--- config.mk ---
export PLATFORM = sky130hd
export DESIGN_NAME = positional_ordered_list
export DESIGN_NICKNAME = d
export VERILOG_FILES = /design/src/hw/rtl/pol_pkg.sv /design/src/hw/rtl/positional_ordered_list.sv
export SDC_FILE = /design/constraint.sdc
export NUM_CORES = 1
export LEC_CHECK = 0
export CORE_ASPECT_RATIO = 0.9
export CORE_UTILIZATION = 51
export CTS_BUF_LIST = sky130_fd_sc_hd__clkbuf_8 sky130_fd_sc_hd__clkbuf_16
export CTS_CLUSTER_SIZE = 14
export DETAILED_ROUTE_END_ITERATION = 10
export DONT_BUFFER_PORTS = 1
export PLACE_DENSITY = 0.62
export REMOVE_ABC_BUFFERS = 1
export SLEW_MARGIN = 0
export SYNTH_ARGS = -nofsm -noshare
export SYNTH_HDL_FRONTEND = slang
export SYNTH_SLANG_ARGS = --single-unit
export TNS_END_PERCENT = 10
--- constraint.sdc ---
create_clock -name aclk -period 5.53 [get_ports aclk]
set_input_delay 1.659 -clock aclk [delete_from_list [all_inputs] [get_ports aclk]]
set_output_delay 1.659 -clock aclk [all_outputs]
set_load 0.03 [all_outputs]
--- src/hw/rtl/pol_pkg.sv ---
`default_nettype none

package pol_pkg;

    typedef logic [2:0] opcode_t;
    typedef logic [1:0] status_t;

    localparam opcode_t OP_INS_HEAD = 3'd0;
    localparam opcode_t OP_INS_TAIL = 3'd1;
    localparam opcode_t OP_INS_AT   = 3'd2;
    localparam opcode_t OP_DEL_HEAD = 3'd3;
    localparam opcode_t OP_DEL_TAIL = 3'd4;
    localparam opcode_t OP_DEL_AT   = 3'd5;
    localparam opcode_t OP_READ_ALL = 3'd6;

    localparam status_t ST_OK    = 2'd0;
    localparam status_t ST_EMPTY = 2'd1;
    localparam status_t ST_OOB   = 2'd2;
    localparam status_t ST_FULL  = 2'd3;

endpackage

`default_nettype wire

--- src/hw/rtl/positional_ordered_list.sv ---
`default_nettype none

// Channel   Direction  Ports                                            Handshake
// s_        in         s_opcode, s_item_value, s_position               s_valid / s_ready
// m_        out        m_status, m_entry_value, m_last, m_length_now    m_valid / m_ready
//
// One command at a time; s_ready is high only while the sequencer is idle.
// Insert/delete: accept, then move each shifted entry with one read then one write
// on the entry memory (separate read and write ports), then finish in S_FIN.
// Read-all: accept, then per entry a memory read (S_RA_RD) and a result register (S_RA_OUT).
// Reset clears the state, the length and the output valid; the entry memory needs no clearing pass.
// A result not yet taken holds the sequencer in its final step until m_ready.

module positional_ordered_list #(
    parameter int CAPACITY = 16
) (
    input  wire                                  aclk,
    input  wire                                  aresetn,
    input  wire                                  s_valid,
    output logic                                 s_ready,
    input  pol_pkg::opcode_t                     s_opcode,
    input  wire signed [31:0]                    s_item_value,
    input  wire        [7:0]                     s_position,
    output logic                                 m_valid,
    input  wire                                  m_ready,
    output pol_pkg::status_t                     m_status,
    output logic signed [31:0]                   m_entry_value,
    output logic                                 m_last,
    output logic [$clog2(CAPACITY + 1) - 1:0]    m_length_now
);
    import pol_pkg::*;

    localparam int LW = $clog2(CAPACITY + 1);
    localparam int AW = (CAPACITY > 1) ? $clog2(CAPACITY) : 1;
    localparam int CW = ((LW > 8) ? LW : 8) + 1;

    localparam logic [2:0] S_IDLE   = 3'd0;
    localparam logic [2:0] S_SH_RD  = 3'd1;
    localparam logic [2:0] S_SH_WR  = 3'd2;
    localparam logic [2:0] S_FIN    = 3'd3;
    localparam logic [2:0] S_RA_RD  = 3'd4;
    localparam logic [2:0] S_RA_OUT = 3'd5;

    localparam logic [1:0] KIND_NONE = 2'd0;
    localparam logic [1:0] KIND_INS  = 2'd1;
    localparam logic [1:0] KIND_DEL  = 2'd2;

    logic [2:0]         state_reg, state_next;
    logic [LW-1:0]      len_reg, len_next;
    logic [LW-1:0]      dst_reg, dst_next;
    logic [LW-1:0]      stop_reg, stop_next;
    logic [1:0]         kind_reg, kind_next;
    status_t            status_reg, status_next;
    logic signed [31:0] val_reg, val_next;

    logic               m_valid_reg, m_valid_next;
    status_t            m_status_reg, m_status_next;
    logic signed [31:0] m_entry_value_reg, m_entry_value_next;
    logic               m_last_reg, m_last_next;
    logic [LW-1:0]      m_length_now_reg, m_length_now_next;

    logic signed [31:0] mem [CAPACITY];
    logic signed [31:0] rdata_reg;
    logic               mem_we;
    logic [LW-1:0]      mem_waddr;
    logic signed [31:0] mem_wdata;
    logic [LW-1:0]      mem_raddr;
    logic [LW-1:0]      src;
    logic               out_free;

    logic [CW-1:0]      k_ext;
    logic [CW-1:0]      len_ext;
    logic [LW-1:0]      target;
    logic               reject;
    status_t            reject_status;

    assign s_ready       = (state_reg == S_IDLE);
    assign m_valid       = m_valid_reg;
    assign m_status      = m_status_reg;
    assign m_entry_value = m_entry_value_reg;
    assign m_last        = m_last_reg;
    assign m_length_now  = m_length_now_reg;

    assign out_free  = !m_valid_reg || m_ready;
    assign src       = (kind_reg == KIND_DEL) ? dst_reg + 1'b1 : dst_reg - 1'b1;
    // keep the read-out entry on the read port while the result stalls
    assign mem_raddr = (state_reg == S_RA_RD || state_reg == S_RA_OUT) ? dst_reg : src;

    assign k_ext   = CW'(s_position);
    assign len_ext = CW'(len_reg);

    // command decode: target index and early rejects
    always_comb begin
        target        = '0;
        reject        = 1'b0;
        reject_status = ST_OK;
        priority case (1'b1)
            (s_opcode == OP_INS_HEAD || s_opcode == OP_INS_TAIL ||
             s_opcode == OP_INS_AT): begin
                if (len_reg == LW'(CAPACITY)) begin
                    reject        = 1'b1;
                    reject_status = ST_FULL;
                end else if (s_opcode == OP_INS_TAIL) begin
                    target = len_reg;
                end else if (s_opcode == OP_INS_AT && k_ext > CW'(1)) begin
                    if (k_ext > len_ext + 1'b1) begin
                        reject        = 1'b1;
                        reject_status = ST_OOB;
                    end else begin
                        target = LW'(k_ext - 1'b1);
                    end
                end
            end
            (s_opcode == OP_DEL_HEAD || s_opcode == OP_DEL_TAIL ||
             s_opcode == OP_DEL_AT): begin
                if (len_reg == '0) begin
                    reject        = 1'b1;
                    reject_status = ST_EMPTY;
                end else if (s_opcode == OP_DEL_TAIL) begin
                    target = len_reg - 1'b1;
                end else if (s_opcode == OP_DEL_AT) begin
                    if (k_ext == '0 || k_ext > len_ext) begin
                        reject        = 1'b1;
                        reject_status = ST_OOB;
                    end else begin
                        target = LW'(k_ext - 1'b1);
                    end
                end
            end
            default: begin
                reject = 1'b1;
                if (s_opcode == OP_READ_ALL && len_reg == '0) begin
                    reject_status = ST_EMPTY;
                end
            end
        endcase
    end

    always_comb begin
        state_next         = state_reg;
        len_next           = len_reg;
        dst_next           = dst_reg;
        stop_next          = stop_reg;
        kind_next          = kind_reg;
        status_next        = status_reg;
        val_next           = val_reg;
        m_valid_next       = m_valid_reg;
        m_status_next      = m_status_reg;
        m_entry_value_next = m_entry_value_reg;
        m_last_next        = m_last_reg;
        m_length_now_next  = m_length_now_reg;
        mem_we             = 1'b0;
        mem_waddr          = dst_reg;
        mem_wdata          = rdata_reg;

        if (m_valid_reg && m_ready) begin
            m_valid_next = 1'b0;
        end

        unique case (state_reg)
            S_IDLE: begin
                if (s_valid) begin
                    val_next    = s_item_value;
                    status_next = reject_status;
                    if (s_opcode == OP_READ_ALL && len_reg != '0) begin
                        kind_next  = KIND_NONE;
                        dst_next   = '0;
                        state_next = S_RA_RD;
                    end else if (reject) begin
                        kind_next  = KIND_NONE;
                        state_next = S_FIN;
                    end else if (s_opcode == OP_INS_HEAD || s_opcode == OP_INS_TAIL ||
                                 s_opcode == OP_INS_AT) begin
                        // shift up from the tail down to the target slot
                        kind_next  = KIND_INS;
                        dst_next   = len_reg;
                        stop_next  = target;
                        state_next = (len_reg == target) ? S_FIN : S_SH_RD;
                    end else begin
                        // shift down from the target slot to the tail
                        kind_next  = KIND_DEL;
                        dst_next   = target;
                        stop_next  = len_reg - 1'b1;
                        state_next = (target == len_reg - 1'b1) ? S_FIN : S_SH_RD;
                    end
                end
            end
            S_SH_RD: begin
                state_next = S_SH_WR;
            end
            S_SH_WR: begin
                mem_we   = 1'b1;
                dst_next = src;
                state_next = (src == stop_reg) ? S_FIN : S_SH_RD;
            end
            S_FIN: begin
                if (out_free) begin
                    if (kind_reg == KIND_INS) begin
                        mem_we    = 1'b1;
                        mem_waddr = stop_reg;
                        mem_wdata = val_reg;
                        len_next  = len_reg + 1'b1;
                    end else if (kind_reg == KIND_DEL) begin
                        len_next  = len_reg - 1'b1;
                    end
                    m_valid_next       = 1'b1;
                    m_status_next      = status_reg;
                    m_entry_value_next = '0;
                    m_last_next        = 1'b1;
                    m_length_now_next  = len_next;
                    state_next         = S_IDLE;
                end
            end
            S_RA_RD: begin
                state_next = S_RA_OUT;
            end
            S_RA_OUT: begin
                if (out_free) begin
                    m_valid_next       = 1'b1;
                    m_status_next      = ST_OK;
                    m_entry_value_next = rdata_reg;
                    m_last_next        = (dst_reg + 1'b1 == len_reg);
                    m_length_now_next  = len_reg;
                    if (dst_reg + 1'b1 == len_reg) begin
                        state_next = S_IDLE;
                    end else begin
                        dst_next   = dst_reg + 1'b1;
                        state_next = S_RA_RD;
                    end
                end
            end
            default: begin
                state_next = S_IDLE;
            end
        endcase
    end

    always_ff @(posedge aclk) begin
        if (!aresetn) begin
            state_reg   <= S_IDLE;
            len_reg     <= '0;
            m_valid_reg <= 1'b0;
        end else begin
            state_reg   <= state_next;
            len_reg     <= len_next;
            m_valid_reg <= m_valid_next;
        end
    end

    always_ff @(posedge aclk) begin
        dst_reg           <= dst_next;
        stop_reg          <= stop_next;
        kind_reg          <= kind_next;
        status_reg        <= status_next;
        val_reg           <= val_next;
        m_status_reg      <= m_status_next;
        m_entry_value_reg <= m_entry_value_next;
        m_last_reg        <= m_last_next;
        m_length_now_reg  <= m_length_now_next;
    end

    // entry storage, one write and one registered read per cycle
    always_ff @(posedge aclk) begin
        if (mem_we) begin
            mem[mem_waddr[AW-1:0]] <= mem_wdata;
        end
        rdata_reg <= mem[mem_raddr[AW-1:0]];
    end

    a_len_bound: assert property (@(posedge aclk) disable iff (!aresetn)
        len_reg <= LW'(CAPACITY))
        else $error("list length above capacity");

    a_len_step: assert property (@(posedge aclk) disable iff (!aresetn)
        $past(aresetn) |-> (len_reg == $past(len_reg) ||
                            len_reg == $past(len_reg) + 1'b1 ||
                            len_reg == $past(len_reg) - 1'b1))
        else $error("length moved by more than one");

    a_full_len: assert property (@(posedge aclk) disable iff (!aresetn)
        (m_valid_reg && m_status_reg == ST_FULL) |-> m_length_now_reg == LW'(CAPACITY))
        else $error("full status with list not full");

    a_empty_len: assert property (@(posedge aclk) disable iff (!aresetn)
        (m_valid_reg && m_status_reg == ST_EMPTY) |-> m_length_now_reg == '0)
        else $error("empty status with entries present");

    a_busy_len: assert property (@(posedge aclk) disable iff (!aresetn)
        (state_reg == S_SH_RD || state_reg == S_SH_WR) |=> $stable(len_reg))
        else $error("length changed while shifting entries");

endmodule

`default_nettype wire
==> results.toml, run 1 <==
[clock_tree]
cts.sinks = 639
clk_root_buffer_cell = "clkbuf_16"
cts_buffers = 66
cts_buffer_depth = 3
htree_levels = 3
postCtsHoldBufs = 0
cts_setup_buffers = 0
clk_latency_ns = 0.60
cts-resized-gates = 0
cts_tree = "done"
clk_pin_slew_ns = 0.06

[pwr]
leakagePower_uw = 0.00952
p_total_uw = 13100
power_density_nw_per_um2 = 452
peakVddDrop_mv = 0.362

[floorplan]
dieArea_sq_um = 51500
dieWidth_um = 239
row_count = 77
start_util_pct = 52.1
core_sq_um = 49500
ios = 89
fp.dieH_um = 215

[synthesis]
synthMuxAreaShare_pct = 11.4
synthesis.instances = 1497
async_reset_ff_share_pct = 0
synth-compound-area-share_pct = 4.72
synth_xor_area_share_pct = 1.16
synth-edff-count = 598
synthAdderAreaFrac_pct = 0.825
synth_warnings = 0
synth_cell_type_count = 70
synthSimpleGateAreaFrac_pct = 7.13
synth_seq_area_share_pct = 72.8
ys_seq_elements = 639
synth_top_family_by_area = "multiplexers"
syn_avg_cell_area_sq_um = 17.2
syn_area_sq_um = 25800
ys.flop_type = "edfxtp_1"

[worst_setup_path]
cp.required_ns = 5.82
start_kind = "input pin"
cp-end-kind = "flop"
arrival_ns = 4.62
critical_path_peak_fanout = 23
path_class = "input pin to flop"

[timing]
drv_slew = 0
fin_skew_ns = 0.0206
tightest_slew_ns = 1.44
finalHoldViolCount = 0
setup_viol = 0
max_freq_mhz = 231
holdWs_ns = 0.542
timing.slew.headroom_pct = 2.87
setup_tns_ns = 0
post-route-period-util_pct = 78.4
fin_crit_ns = 4.34
rsz0062_at_grt = "false"

[global_routing]
grt_start_max_net_pins = 60
grt_pass1_vias = 13800
antenna_found_initial = 1
grt_pass1_wl_um = 86800
grt_usage_pct = 22.8
grt_overflow = 0

[final_layout]
synthToLayoutAreaGrowth_pct = 12.2
final_area_sq_um = 28900
largest_reg_flops = 512
nets = 1581
finalNonFillerCells = 2239
layout-drive-gt1-share_pct = 19.6
diodes = 0

[drt]
drt_iter0_markers = 1278
drc = 0
ant_nets = 0
firstDrtPassIters = 5
avgRoutedWirePerCell_um = 25.3
viasPerCell = 6.07
wl_um = 56600
vias = 13600

[place]
gp_congestion = 0.908
place_hpwl_um = 33800
port_buffers = 0
placedCellCount = 2120
place_area_sq_um = 26800

[run]
cap_violations = 0

[hold_path]
hold_class = "flop to flop"

[status]
status = "complete, no violations"
-- Yosys cell counts, drive strengths merged, types with 5 or more instances --
| library cell | number | area [sq um] |
|---|---|---|
| edfxtp | 598 | 18000 |
| nand2 | 191 | 724 |
| mux4 | 128 | 2880 |
| nor2 | 52 | 198 |
| buf | 46 | 269 |
| a31oi | 41 | 257 |
| dfxtp | 41 | 821 |
| clkbuf | 40 | 150 |
| a211oi | 38 | 285 |
| and2 | 38 | 238 |
| and3 | 34 | 218 |
| xnor2 | 26 | 228 |
| o21ai | 24 | 120 |
| a21oi | 22 | 110 |
| nor3 | 19 | 95.1 |
| inv | 18 | 67.6 |
| ha | 17 | 213 |
| nand3 | 13 | 65.1 |
| xor2 | 8 | 70.1 |
| nand2b | 7 | 43.8 |
| nor2b | 6 | 37.5 |
| or3 | 6 | 37.5 |
| mux2i | 5 | 53.8 |
| nand4 | 5 | 31.3 |
| nor3b | 5 | 37.5 |
| o22ai | 5 | 31.3 |
-- kinds of logic (layout without fill, tap and decap cells) --
family	after synthesis	after routing
mux	134	134
compound gates	179	179
buf+inv	105	176
fa+ha+maj	17	17
simple gates	389	389
xor+xnor	34	34
flops	639	639
-- per-stage QoR --
| step | util, % | setup slack, ns |
|---|---|---|
| 2_1_floorplan | - | -8.38 |
| 3_3_place_gp | 54.0 | 0.720 |
| 3_5_place_dp | 54.0 | 0.630 |
| 4_1_cts | 58.4 | 1.26 |
| 5_1_grt | 58.4 | 0.920 |
| 6_report | 58.4 | 1.19 |
-- metal layers --
| layer | share of wire [%] | wire length, um | vias up | GRT usage (%) |
|---|---|---|---|---|
| met2 | 47 | 26600 | 470 | 34.6 |
| met5 | 0 | 0 | - | 0 |
| met1 | 45 | 25600 | 7052 | 34.6 |
| met3 | 6.1 | 3440 | 81 | 3.96 |
| met4 | 1.8 | 1020 | 0 | 5.66 |
| li1 | - | - | 5981 | - |
-- placed cells by master (no fill, tap or decap), types with 17 or more instances in the layout --
cell       count
buf_4         31
nor3_1        19
and2_1        35
o21ai_0       24
dfxtp_1       40
nor2_1        34
a211oi_1      38
xnor2_1       24
a31oi_1       41
nand2_1      189
and3_1        33
clkbuf_16     66
edfxtp_1     598
ha_1          17
inv_1         24
mux4_2       128
a21oi_1       21
nor2_4        17
-- area by class of cell --
cell class                      count  area, sq um
Clock inverter                     47          444
Inverter                           19         71.3
Clock buffer                       72         1730
Multi-Input combinational cell    753         6700
Tap cell                          671          840
Timing Repair Buffer               38          373
Fill cell                        3742        20600
Sequential cell                   639        18800
-- final timing paths --
kind / from / end / slack, ns / cells after the start
min reg2reg: status_reg[1] / m_status[1] / 0.54 / 1
max: m_ready / mem[1][17] / 1.19 / 8
max reg2reg: len_reg[0] / dst_reg[3] / 1.23 / 12
min: status_reg[1] / m_status[1] / 0.54 / 1
-- worst max-delay path, stage by stage --
cell,delay [ns]
nand2b_1,0.23
nand2_1,0.18
nor2_1,0.31
nand2_2,0.44
nor3b_1,0.31
o21ai_0,0.49
nor2_4,0.69
buf_12,0.28
-- power by group --
group / total (uW) / switching [uW] / internal [uW]
sequential: 6300 / 142 / 6150
combinational: 2340 / 1570 / 767
clock: 4440 / 1830 / 2610
Power figures use the tool's default switching activity.
==> run 2, diff against run 1 <==
Clock period 5.53 ns to 4.1 ns, I/O delays scaled along.
==> run 2 against run 1 <==
Utilization is 0.84 points higher. Clock skew is 0.0035 ns higher. Clock power is 35% higher. Cell count is 2.1% higher. Worst hold slack worse by 0.010 ns. First-iteration DRC count is 13% higher. Worst setup slack worse by 0.80 ns. Design area is 1.4% higher. Die area stayed put. Clock-buffer cell count is 2 lower. Combinational power is 45% higher. Sequential share of layout area is 0.92 points lower. Critical path type is now flop to flop. Highest routed layer unchanged.
==> results.toml, run 2 (same netlist as run 1, synthesis figures left out) <==
[worst_setup_path]
critical_path_peak_fanout = 11
start_kind = "flop"
critPathMaxStageDelay_ns = 0.57
path_class = "flop to flop"
crit_slowest_cell = "dfxtp_1"
cp_top_family = "compound AO/OA/AOI/OAI gates"
cp.required_ns = 4.46
arrival_ns = 4.06
cp-end-kind = "flop"
path_buf_inv = 1
path_cells = "ha_1, nand3_1, xnor2_1, ha_1, and4bb_2, nand4_1, a21boi_0, a21boi_0, a21oi_1, nand2_1, a21oi_1, o32ai_1, buf_4"

[status]
status = "complete, no violations"

[pwr]
switching_share_pct = 27.4
seqPwrFrac_pct = 47.5
power.internal_uw = 12900
p_clk_share_pct = 33.5
peakVddDrop_mv = 0.395
p_sw_uw = 4890
power_density_nw_per_um2 = 608
leakagePower_uw = 0.00978
p_comb_share_pct = 19.0

[final_layout]
nets = 1627
diodes = 0
final_cell_mix = "edfxtp_1, nand2_1, mux4_2"
largest_reg_flops = 512
fin_util_pct = 59.3
finalNonFillerCells = 2286
synthToLayoutAreaGrowth_pct = 13.9
layout_commonest_cell = "edfxtp_1"
fillCellCount = 3716
layout-drive-gt1-share_pct = 21.5

[clock_tree]
clk_root_buffer_cell = "clkbuf_16"
cts_tree = "done"
cts.sinks = 639
htree_levels = 3
cts_setup_buffers = 0
clk_latency_ns = 0.60
cts-resized-gates = 0
clk_pin_slew_ns = 0.06
postCtsHoldBufs = 0
cts_buffer_depth = 3
cts_buffers = 66

[global_routing]
grt_start_max_net_pins = 55
grt_pass1_wl_um = 91400
antenna_found_initial = 1
grt_overflow = 0
grt_usage_pct = 24.4
grt_pass1_vias = 14000

[timing]
finalHoldViolCount = 0
drv_slew = 0
setup_viol = 0
post-route-period-util_pct = 90.4
timing.slew.headroom_pct = 30.6
fin_crit_ns = 3.71
fin_skew_ns = 0.0240
rsz0062_at_grt = "false"
tightest_slew_ns = 1.04
max_freq_mhz = 270

[place]
placedCellCount = 2166
gp_congestion = 0.882
port_buffers = 0
place_hpwl_um = 36800

[drt]
ant_nets = 0
drt_iter0_markers = 1448
firstDrtPassIters = 6
drc = 0
avgRoutedWirePerCell_um = 26.6
wl_um = 60700
vias = 13900
viasPerCell = 6.07

[floorplan]
ios = 89
dieWidth_um = 239
start_util_pct = 52.1
dieArea_sq_um = 51500
row_count = 77
core_sq_um = 49500
fp.dieH_um = 215

[run]
cap_violations = 0

[hold_path]
hold_class = "flop to flop"
run 2: cell count changes in the layout (fill, tap and decap cells not counted):
cell / before / now
buf_12: 7 / 13
buf_4: 31 / 71
clkbuf_16: 66 / 68
clkbuf_8: 6 / 2
clkinv_1: 8 / 10
clkinv_2: 15 / 13
clkinvlp_4: 3 / 2
inv_1: 24 / 29
inv_6: 5 / 4
run 2: power by group through the flow:
stage / Clock [uW] / Combinational [uW] / Sequential, uW
6_report: 5980 / 3390 / 8470
5_1_grt: 6350 / 3680 / 8500
4_1_cts: 6100 / 3440 / 8470
3_5_place_dp: 0 / 3430 / 8600
3_3_place_gp: 0 / 3370 / 8600
2_1_floorplan: 0 / 2440 / 8540
run 2: metrics by stage:
stage	instance area (sq um)	setup TNS, ns	power (uW)	hold slack [ns]	setup slack [ns]
after floorplan	25400	-750.54	11000	0.497	-9.81
after global placement	27200	0	12000	0.517	0.449
after detailed placement	27200	0	12000	0.522	0.363
after CTS	29400	0	18000	0.537	0.398
after global routing	29400	0	18500	0.558	0.00423
final	29400	0	17800	0.532	0.393
run 2: per-layer routing:
layer	global-route usage [%]	share of wire (%)
met1	36.7	44
met2	37.5	47
met3	4.15	6.7
met4	5.94	1.7
met5	0	0
run 2: final cells by class:
cell class / instances / area, sq um / area share (%)
clock inverters: 50 / 444 / 1.51
multi-input cells: 753 / 6700 / 22.8
well taps: 671 / 840 / 2.86
inverters: 19 / 71.3 / 0.243
flip-flops and latches: 639 / 18800 / 64.0
clock buffers: 70 / 1730 / 5.89
repair buffers: 84 / 793 / 2.70
run 2: worst paths after layout:
check                     start          end  slack (ns)  cells after the start
setup / recovery     len_reg[1]   dst_reg[0]        0.39                     13
hold / removal    status_reg[0]  m_status[0]        0.53                      1
setup reg to reg     len_reg[1]   dst_reg[0]        0.39                     13
hold reg to reg   status_reg[0]  m_status[0]        0.53                      1
